===== config.mk =====
export PLATFORM = sky130hd
export DESIGN_NAME = easing_fade_animator_flat
export DESIGN_NICKNAME = d
export VERILOG_FILES = /design/src/rtl/efa_pkg.sv /design/src/rtl/efa_if.sv /design/src/rtl/efa_datapath.sv /design/src/rtl/efa_ctrl.sv /design/src/rtl/easing_fade_animator.sv /design/src/flat_wrapper.sv
export SDC_FILE = /design/constraint.sdc
export NUM_CORES = 1
export LEC_CHECK = 0
export BUFFER_PORTS_ARGS = -buffer_cell sky130_fd_sc_hd__clkbuf_2
export CAP_MARGIN = 30
export CORE_MARGIN = 8
export CORE_UTILIZATION = 70
export DETAILED_ROUTE_END_ITERATION = 10
export PLACE_DENSITY_LB_ADDON = 0.1
export RECOVER_POWER = 50
export SYNTH_ARGS = -nofsm -noshare
export SYNTH_HDL_FRONTEND = slang
export SYNTH_SLANG_ARGS = --single-unit
export TNS_END_PERCENT = 100

===== constraint.sdc =====
create_clock -name clk -period 16.8 [get_ports clk]
set_input_delay 1.68 -clock clk [delete_from_list [all_inputs] [get_ports clk]]
set_output_delay 1.68 -clock clk [all_outputs]
set_load 0.05 [all_outputs]

===== src/rtl/efa_pkg.sv =====
// shared widths, codes and controller/datapath bundles for the fade animator
`timescale 1ns / 1ps

package efa_pkg;

    // fixed field widths
    localparam int TARGET_W   = 17;
    localparam int TICK_W     = 16;
    localparam int LEVEL_W    = 16;
    localparam int DUR_W      = 16;
    localparam int MODE_W     = 2;
    localparam int CFG_IDX_W  = 1;
    localparam int CFG_DATA_W = 16;

    // duration after reset, in ms
    localparam logic [DUR_W-1:0] DUR_RESET = 16'd250;

    // configuration register indexes
    localparam logic [CFG_IDX_W-1:0] REG_DURATION  = 1'b0;
    localparam logic [CFG_IDX_W-1:0] REG_EASE_MODE = 1'b1;

    // input item kinds
    localparam logic KIND_RETARGET = 1'b0;
    localparam logic KIND_TICK     = 1'b1;

    typedef enum logic [MODE_W-1:0] {
        EASE_LINEAR      = 2'd0,
        EASE_OUT_QUAD    = 2'd1,
        EASE_IN_OUT_QUAD = 2'd2,
        EASE_OUT_CUBIC   = 2'd3
    } ease_t;

    // controller to datapath
    typedef struct packed {
        logic accept;
        logic div_step;
        logic mul_first;
        logic mul_second;
        logic ease_apply;
        logic load_out;
    } efa_cmd_t;

    // datapath to controller
    typedef struct packed {
        logic  need_div;
        ease_t mode;
    } efa_stat_t;

endpackage


===== src/rtl/efa_if.sv =====
// valid/ready channel interfaces for input items and results
`timescale 1ns / 1ps

interface efa_in_if;
    logic                                valid;
    logic                                ready;
    logic                                kind;
    logic signed [efa_pkg::TARGET_W-1:0] target_level;
    logic        [efa_pkg::TICK_W-1:0]   tick_ms;

    modport source (output valid, output kind, output target_level, output tick_ms,
                    input ready);
    modport sink   (input valid, input kind, input target_level, input tick_ms,
                    output ready);
endinterface

interface efa_out_if;
    logic                         valid;
    logic                         ready;
    logic [efa_pkg::LEVEL_W-1:0]  level;
    logic                         busy_res;

    modport source (output valid, output level, output busy_res, input ready);
    modport sink   (input valid, input level, input busy_res, output ready);
endinterface


===== src/rtl/efa_datapath.sv =====
// fade animator datapath: state, config, restoring divider, shared multiplier, easing
`timescale 1ns / 1ps

module efa_datapath #(
    parameter int FRAC_BITS = 15
) (
    input  logic                                clk,
    input  logic                                rst_n,
    input  logic                                cfg_we,
    input  logic [efa_pkg::CFG_IDX_W-1:0]       cfg_index,
    input  logic [efa_pkg::CFG_DATA_W-1:0]      cfg_data,
    input  logic                                kind,
    input  logic signed [efa_pkg::TARGET_W-1:0] target_level,
    input  logic [efa_pkg::TICK_W-1:0]          tick_ms,
    input  efa_pkg::efa_cmd_t                   cmd,
    output efa_pkg::efa_stat_t                  stat,
    output logic [efa_pkg::LEVEL_W-1:0]         level,
    output logic                                busy_res
);
    import efa_pkg::*;

    localparam int LW = FRAC_BITS + 1;
    localparam int CW = (LW > LEVEL_W) ? LW : LEVEL_W;
    localparam int PW = 2 * LW;
    localparam logic [LW-1:0] ONE = {1'b1, {FRAC_BITS{1'b0}}};

    // architectural state
    logic [LW-1:0]        cur_level_reg;
    logic [LW-1:0]        goal_level_reg;
    logic [DUR_W-1:0]     elapsed_reg;
    logic                 running_reg;
    logic [DUR_W-1:0]     dur_reg;
    ease_t                mode_reg;

    // working registers
    logic [DUR_W-1:0]     rem_reg;
    logic [FRAC_BITS-1:0] q_reg;
    logic [LW-1:0]        p_reg;
    logic [LEVEL_W-1:0]   out_level_reg;
    logic                 out_busy_reg;

    // target clamp to 0..ONE
    logic [CW-1:0] raw_mag;
    logic [LW-1:0] goal_clamp;
    always_comb
    begin
        raw_mag = CW'(target_level[TARGET_W-2:0]);
        if (target_level[TARGET_W-1])
            goal_clamp = '0;
        else if (raw_mag > CW'(ONE))
            goal_clamp = ONE;
        else
            goal_clamp = LW'(raw_mag);
    end

    // elapsed time update and end test
    logic [DUR_W:0] tick_sum;
    logic           reach;
    assign tick_sum = {1'b0, elapsed_reg} + {1'b0, tick_ms};
    assign reach    = (tick_sum >= {1'b0, dur_reg});

    assign stat.need_div = (kind == KIND_TICK) && running_reg && !reach;
    assign stat.mode     = mode_reg;

    // one restoring division step
    logic [DUR_W:0] rem_sh;
    logic [DUR_W:0] rem_diff;
    logic           q_bit;
    assign rem_sh   = {rem_reg, 1'b0};
    assign rem_diff = rem_sh - {1'b0, dur_reg};
    assign q_bit    = (rem_sh >= {1'b0, dur_reg});

    // ease operands
    logic [LW-1:0] t_ext;
    logic [LW-1:0] k_val;
    logic [LW:0]   k_dbl;
    logic [LW-1:0] two_t;
    logic          t_upper;
    assign t_ext   = {1'b0, q_reg};
    assign k_val   = ONE - t_ext;
    assign k_dbl   = {k_val, 1'b0};
    assign two_t   = {q_reg, 1'b0};
    assign t_upper = q_reg[FRAC_BITS-1];

    // shared multiplier, product scaled back by FRAC_BITS
    logic [LW-1:0] mul_a;
    logic [LW-1:0] mul_b;
    logic [PW-1:0] prod;
    logic [LW-1:0] prod_sh;
    always_comb
    begin
        mul_a = k_val;
        mul_b = k_val;
        if (cmd.mul_second)
        begin
            mul_a = p_reg;
            mul_b = k_val;
        end
        else if (mode_reg == EASE_IN_OUT_QUAD)
        begin
            if (t_upper)
            begin
                mul_a = k_dbl[LW-1:0];
                mul_b = k_dbl[LW-1:0];
            end
            else
            begin
                mul_a = two_t;
                mul_b = t_ext;
            end
        end
    end
    assign prod    = PW'(mul_a) * PW'(mul_b);
    assign prod_sh = prod[FRAC_BITS +: LW];

    // eased value and new level
    logic [LW-1:0] ease_val;
    logic [LW-1:0] level_new;
    always_comb
    begin
        case (mode_reg)
            EASE_LINEAR:      ease_val = t_ext;
            EASE_OUT_QUAD:    ease_val = ONE - p_reg;
            EASE_IN_OUT_QUAD: ease_val = t_upper ? (ONE - (p_reg >> 1)) : p_reg;
            EASE_OUT_CUBIC:   ease_val = ONE - p_reg;
            default:          ease_val = t_ext;
        endcase
        level_new = (goal_level_reg == ONE) ? ease_val : (ONE - ease_val);
    end

    logic [CW-1:0] cur_ext;
    assign cur_ext = CW'(cur_level_reg);

    // state and configuration registers
    always_ff @(posedge clk or negedge rst_n)
    begin
        if (!rst_n)
        begin
            cur_level_reg  <= '0;
            goal_level_reg <= '0;
            elapsed_reg    <= DUR_RESET;
            running_reg    <= 1'b0;
            dur_reg        <= DUR_RESET;
            mode_reg       <= EASE_LINEAR;
        end
        else
        begin
            if (cfg_we)
            begin
                case (cfg_index)
                    REG_DURATION:
                        dur_reg <= (cfg_data[DUR_W-1:0] == '0) ? DUR_W'(1)
                                                               : cfg_data[DUR_W-1:0];
                    REG_EASE_MODE:
                        mode_reg <= ease_t'(cfg_data[MODE_W-1:0]);
                    default: ;
                endcase
            end
            if (cmd.accept)
            begin
                if (kind == KIND_RETARGET)
                begin
                    goal_level_reg <= goal_clamp;
                    elapsed_reg    <= '0;
                    running_reg    <= (cur_level_reg != goal_clamp);
                end
                else if (running_reg)
                begin
                    if (reach)
                    begin
                        elapsed_reg   <= dur_reg;
                        cur_level_reg <= goal_level_reg;
                        running_reg   <= 1'b0;
                    end
                    else
                        elapsed_reg <= tick_sum[DUR_W-1:0];
                end
            end
            if (cmd.ease_apply)
                cur_level_reg <= level_new;
        end
    end

    // divider, product and result registers
    always_ff @(posedge clk)
    begin
        if (cmd.accept)
            rem_reg <= tick_sum[DUR_W-1:0];
        else if (cmd.div_step)
        begin
            rem_reg <= q_bit ? rem_diff[DUR_W-1:0] : rem_sh[DUR_W-1:0];
        end
        if (cmd.div_step)
            q_reg <= {q_reg[FRAC_BITS-2:0], q_bit};
        if (cmd.mul_first || cmd.mul_second)
            p_reg <= prod_sh;
        if (cmd.load_out)
        begin
            out_level_reg <= cur_ext[LEVEL_W-1:0];
            out_busy_reg  <= running_reg;
        end
    end

    assign level    = out_level_reg;
    assign busy_res = out_busy_reg;

endmodule


===== src/rtl/efa_ctrl.sv =====
// fade animator sequencer: item acceptance, divide loop, multiply steps, result hand-off
`timescale 1ns / 1ps

module efa_ctrl #(
    parameter int FRAC_BITS = 15
) (
    input  logic               clk,
    input  logic               rst_n,
    input  logic               in_valid,
    output logic               in_ready,
    output logic               out_valid,
    input  logic               out_ready,
    input  efa_pkg::efa_stat_t stat,
    output efa_pkg::efa_cmd_t  cmd
);
    import efa_pkg::*;

    localparam int CNT_W = $clog2(FRAC_BITS);
    localparam logic [CNT_W-1:0] CNT_LAST = CNT_W'(FRAC_BITS - 1);

    typedef enum logic [2:0] {
        S_IDLE,
        S_DIV,
        S_MUL1,
        S_MUL2,
        S_EASE,
        S_FIN
    } state_t;

    state_t           state_reg, state_next;
    logic [CNT_W-1:0] cnt_reg, cnt_next;
    logic             out_valid_reg, out_valid_next;
    logic             out_free;

    assign out_free = !out_valid_reg || out_ready;

    // next state and commands
    always_comb
    begin
        state_next     = state_reg;
        cnt_next       = cnt_reg;
        out_valid_next = out_valid_reg && !out_ready;
        cmd            = '0;
        case (state_reg)
            S_IDLE:
            begin
                if (in_valid)
                begin
                    cmd.accept = 1'b1;
                    cnt_next   = '0;
                    state_next = stat.need_div ? S_DIV : S_FIN;
                end
            end
            S_DIV:
            begin
                cmd.div_step = 1'b1;
                cnt_next     = cnt_reg + CNT_W'(1);
                if (cnt_reg == CNT_LAST)
                    state_next = (stat.mode == EASE_LINEAR) ? S_EASE : S_MUL1;
            end
            S_MUL1:
            begin
                cmd.mul_first = 1'b1;
                state_next    = (stat.mode == EASE_OUT_CUBIC) ? S_MUL2 : S_EASE;
            end
            S_MUL2:
            begin
                cmd.mul_second = 1'b1;
                state_next     = S_EASE;
            end
            S_EASE:
            begin
                cmd.ease_apply = 1'b1;
                state_next     = S_FIN;
            end
            S_FIN:
            begin
                if (out_free)
                begin
                    cmd.load_out   = 1'b1;
                    out_valid_next = 1'b1;
                    state_next     = S_IDLE;
                end
            end
            default:
                state_next = S_IDLE;
        endcase
    end

    // state and registered outputs
    always_ff @(posedge clk or negedge rst_n)
    begin
        if (!rst_n)
        begin
            state_reg     <= S_IDLE;
            cnt_reg       <= '0;
            out_valid_reg <= 1'b0;
        end
        else
        begin
            state_reg     <= state_next;
            cnt_reg       <= cnt_next;
            out_valid_reg <= out_valid_next;
        end
    end

    assign in_ready  = (state_reg == S_IDLE);
    assign out_valid = out_valid_reg;

endmodule


===== src/rtl/easing_fade_animator.sv =====
// top level of the eased fade level animator
`timescale 1ns / 1ps

// Usage: input transactions on in_ch are either a retarget (kind 0, target_level
// clamped to 0..1.0) or a time tick (kind 1, tick_ms). Each input transaction
// yields exactly one result transaction on out_ch with the current level in
// Q1.FRAC_BITS and busy_res. duration and ease_mode are written through
// cfg_we/cfg_index/cfg_data; the user must write them only while the block is
// idle; the block itself does not enforce this.
// Sequence: a retarget, an idle tick or a tick that ends the animation goes
// straight to the result step. A tick mid-animation runs the restoring divider
// over FRAC_BITS quotient bits, then 0 to 2 passes of the shared multiplier
// (none for linear, two for out-cubic) and one easing step.
// Throughput: one item at a time; in_ch is ready again the cycle after the
// result is loaded. The divider loop yields one quotient bit per cycle.
// Reset: level 0, idle, duration 250 ms, linear easing.
// Stalls: one result register; the next item is accepted while a result waits,
// and its own result is held back until the waiting one is taken.

module easing_fade_animator #(
    parameter int FRAC_BITS = 15
) (
    input  logic                           clk,
    input  logic                           rst_n,
    input  logic                           cfg_we,
    input  logic [efa_pkg::CFG_IDX_W-1:0]  cfg_index,
    input  logic [efa_pkg::CFG_DATA_W-1:0] cfg_data,
    efa_in_if.sink                         in_ch,
    efa_out_if.source                      out_ch
);
    import efa_pkg::*;

    efa_cmd_t  cmd;
    efa_stat_t stat;

    // sequencer
    efa_ctrl #(
        .FRAC_BITS (FRAC_BITS)
    ) u_ctrl (
        .clk       (clk),
        .rst_n     (rst_n),
        .in_valid  (in_ch.valid),
        .in_ready  (in_ch.ready),
        .out_valid (out_ch.valid),
        .out_ready (out_ch.ready),
        .stat      (stat),
        .cmd       (cmd)
    );

    // arithmetic and state
    efa_datapath #(
        .FRAC_BITS (FRAC_BITS)
    ) u_datapath (
        .clk          (clk),
        .rst_n        (rst_n),
        .cfg_we       (cfg_we),
        .cfg_index    (cfg_index),
        .cfg_data     (cfg_data),
        .kind         (in_ch.kind),
        .target_level (in_ch.target_level),
        .tick_ms      (in_ch.tick_ms),
        .cmd          (cmd),
        .stat         (stat),
        .level        (out_ch.level),
        .busy_res     (out_ch.busy_res)
    );

endmodule


===== src/flat_wrapper.sv =====
// flat-port wrapper written by rule: the top's interface ports become plain ports
module easing_fade_animator_flat import efa_pkg::*;
#(
    parameter int FRAC_BITS = 15
)
  (clk, rst_n, cfg_we, cfg_index, cfg_data, in_ch_valid, in_ch_kind, in_ch_target_level, in_ch_tick_ms, in_ch_ready, out_ch_valid, out_ch_level, out_ch_busy_res, out_ch_ready);
  efa_in_if in_ch_i ();
  efa_out_if out_ch_i ();
  input  logic clk;
  input  logic rst_n;
  input  logic cfg_we;
  input  logic [efa_pkg::CFG_IDX_W-1:0] cfg_index;
  input  logic [efa_pkg::CFG_DATA_W-1:0] cfg_data;
  input wire logic [$bits(in_ch_i.valid)-1:0] in_ch_valid;
  input wire logic [$bits(in_ch_i.kind)-1:0] in_ch_kind;
  input wire logic [$bits(in_ch_i.target_level)-1:0] in_ch_target_level;
  input wire logic [$bits(in_ch_i.tick_ms)-1:0] in_ch_tick_ms;
  output wire logic [$bits(in_ch_i.ready)-1:0] in_ch_ready;
  output wire logic [$bits(out_ch_i.valid)-1:0] out_ch_valid;
  output wire logic [$bits(out_ch_i.level)-1:0] out_ch_level;
  output wire logic [$bits(out_ch_i.busy_res)-1:0] out_ch_busy_res;
  input wire logic [$bits(out_ch_i.ready)-1:0] out_ch_ready;
  assign in_ch_i.valid = in_ch_valid;
  assign in_ch_i.kind = in_ch_kind;
  assign in_ch_i.target_level = in_ch_target_level;
  assign in_ch_i.tick_ms = in_ch_tick_ms;
  assign in_ch_ready = in_ch_i.ready;
  assign out_ch_valid = out_ch_i.valid;
  assign out_ch_level = out_ch_i.level;
  assign out_ch_busy_res = out_ch_i.busy_res;
  assign out_ch_i.ready = out_ch_ready;
  easing_fade_animator #(.FRAC_BITS(FRAC_BITS)) u_core (.clk(clk), .rst_n(rst_n), .cfg_we(cfg_we), .cfg_index(cfg_index), .cfg_data(cfg_data), .in_ch(in_ch_i), .out_ch(out_ch_i));
endmodule

==> flow_summary.json <==
{
  "syn_inst": 2116,
  "finalSetupViolCount": 0,
  "io_pins": 75,
  "async_flop_share_pct": 54.0,
  "cts_resized": 0,
  "syn_area_um2": 18200,
  "grtUsageTotal_pct": 31.7,
  "cp-start-kind": "flop",
  "finalNetCount": 2536,
  "core_area_um2": 25800,
  "path_delay_family": "adder cells",
  "fmax_mhz": 97.8,
  "ant_nets": 0,
  "drc": 0,
  "pre_cts_ws_ns": 7.39,
  "violations": "capacitance limit, slew limit",
  "layout_commonest_cell": "nand2_1",
  "final_cell_mix": "nand2_1, inv_1, nor2_1",
  "synth-edff-count": 64,
  "fin_worst_skew_ns": 0.0130,
  "placed_cell_area_um2": 18800,
  "cts_setup_buffers": 0,
  "die_x_um": 177,
  "syn2layout_area_growth_pct": 6.42,
  "period_needed_ns": 10.22,
  "critPathMaxStageDelay_ns": 0.89,
  "cts.path.max_buffers": 2,
  "drtIter0Drc": 1719,
  "clk_pin_slew_worst_paths_ns": 0.08,
  "rsz0062_at_grt": "no",
  "cpMostUsedCell": "fa_1",
  "hold_viol": 0,
  "cts_tree": "done",
  "num_rows": 59,
  "wl_per_cell_um": 19.9,
  "setup_slack_ns": 6.58,
  "path_max_fanout": 24,
  "dieArea_um2": 31400,
  "portBuffers": 74,
  "ys.flop_type": "edfxtp_1",
  "routed_wl_um": 49300,
  "htree_num_levels": 4,
  "grt_pass1_vias": 15900,
  "worstSetupPathType": "flop to flop",
  "grt_pass1_wl_um": 79600,
  "fill_cells": 1917,
  "synth_cell_types": 88,
  "start_util_pct": 70.7,
  "worst_pin_slew_ns": 3.93,
  "relSlewSlack_pct": -162,
  "dp_hpwl_um": 37800,
  "yosys_warnings": 0,
  "antenna_found_initial": 0,
  "hold_path.class": "flop to flop",
  "vias": 15800,
  "routed_via_density": 6.37,
  "synth-seq-cells": 139,
  "place.gp.congestion": 0.984,
  "synthesis.nets": 2518,
  "drive_above_1_share_pct": 8.15,
  "cp.required_ns": 16.99,
  "grt_start_max_net_pins": 76,
  "first_pass_iters": 6,
  "grt_overflow": 0,
  "max_cap_violations": 2,
  "tns_ns": 0,
  "hold_buffers": 0,
  "synth.avg_cell_area_um2": 8.60,
  "critPathBufInv": 4,
  "utilization_pct": 75.2,
  "cts.sinks": 139,
  "die_y_um": 177,
  "cp.arrival_ns": 10.41,
  "slew_violations": 112,
  "yosysSeqAreaShare_pct": 20.9,
  "slowest_stage": "nand2_1",
  "root_buffer": "clkbuf_16",
  "final_cell_area_um2": 19400,
  "diodes": 0,
  "numCtsBuffers": 17,
  "endpoint_kind": "flop",
  "outcome": "finished, violations left",
  "clk_latency_ns": 0.43,
  "period_share_pct": 60.8
}
-- metal layers --
metal	GRT usage [%]	vias up	routed length [um]
li1	-	7170	-
met4	14.4	0	2210
met5	0	-	0
met2	53.2	778	23500
met1	40.2	7693	19500
met3	4.42	168	4090
-- Yosys cell counts (5+ instances only) --
| cell type | n | area share, % |
|---|---|---|
| mux2_2 | 9 | 0.56 |
| buf_2 | 15 | 0.41 |
| dfrtp_1 | 63 | 8.7 |
| a21oi_1 | 110 | 3.0 |
| buf_1 | 6 | 0.12 |
| a21o_1 | 15 | 0.62 |
| o41ai_1 | 8 | 0.38 |
| dfstp_2 | 12 | 1.7 |
| a221o_1 | 9 | 0.49 |
| xor2_1 | 33 | 1.6 |
| clkbuf_1 | 78 | 1.6 |
| o21ai_0 | 97 | 2.7 |
| o22ai_1 | 9 | 0.31 |
| xnor2_1 | 64 | 3.1 |
| or2_2 | 7 | 0.24 |
| a31oi_1 | 19 | 0.65 |
| nor3_1 | 42 | 1.2 |
| ha_1 | 152 | 10 |
| or3_1 | 11 | 0.38 |
| a211oi_1 | 29 | 1.2 |
| and3_1 | 6 | 0.21 |
| nor4_1 | 15 | 0.52 |
| mux2i_1 | 30 | 1.6 |
| nand2b_1 | 22 | 0.76 |
| nor2_1 | 206 | 4.2 |
| and4_1 | 8 | 0.38 |
| nand3_1 | 29 | 0.80 |
| edfxtp_1 | 64 | 11 |
| o211ai_1 | 10 | 0.41 |
| inv_1 | 267 | 5.5 |
| o31ai_1 | 5 | 0.21 |
| o221ai_1 | 5 | 0.24 |
| a41oi_1 | 5 | 0.24 |
| nor2b_1 | 31 | 1.1 |
| o21a_1 | 11 | 0.45 |
| fa_1 | 194 | 21 |
| and2_1 | 33 | 1.1 |
| nand2_1 | 274 | 5.6 |
| nand4_1 | 19 | 0.65 |
| a22oi_1 | 7 | 0.29 |
| o31a_1 | 5 | 0.24 |
-- worst paths after layout --
kind,slack (ns),depth (start not counted),to,from
max,6.58,25,u_core.u_datapath.p_reg[12],u_core.u_ctrl.state_reg[2]
min reg2reg,0.45,0,u_core.u_datapath.level[1],u_core.u_datapath.cur_ext[1]
min in group asynchronous,2.61,1,u_core.u_datapath.elapsed_reg[8],rst_n
max in group asynchronous,11.96,1,u_core.u_ctrl.cnt_reg[1],rst_n
min,0.45,0,u_core.u_datapath.level[1],u_core.u_datapath.cur_ext[1]
max reg2reg,6.58,25,u_core.u_datapath.p_reg[12],u_core.u_ctrl.state_reg[2]
-- cell type report --
class | count | area [um2] | share of cell area, %
multi-input combinational | 1608 | 13000 | 67.1
inverter | 268 | 1010 | 5.19
timing repair buffer | 100 | 558 | 2.88
tap | 335 | 419 | 2.16
clock inverter | 15 | 161 | 0.833
clock buffer | 17 | 425 | 2.20
sequential | 139 | 3810 | 19.7
-- kinds of logic (layout without fill, tap and decap cells) --
kind of cell / Yosys count / count (layout) / synth area share (%)
adder cells (fa/ha/maj): 346 / 346 / 31.8
AO/OA/AOI/OAI: 390 / 390 / 13.7
XOR/XNOR: 97 / 97 / 4.67
multiplexers: 40 / 40 / 2.29
flip-flops: 139 / 139 / 20.9
buffers and inverters: 369 / 400 / 7.77
AND/OR/NAND/NOR: 735 / 735 / 18.9
-- metrics by stage --
stage,hold WS (ns),cells
CTS,0.450,2481
detailed placement,0.433,2449
floorplan,0.421,2116
global placement,0.430,2447
finish,0.447,2482
global route,0.461,2482
Power is not shown: default switching activity piles up to over one toggle a cycle in this logic, so the estimate is an artifact.
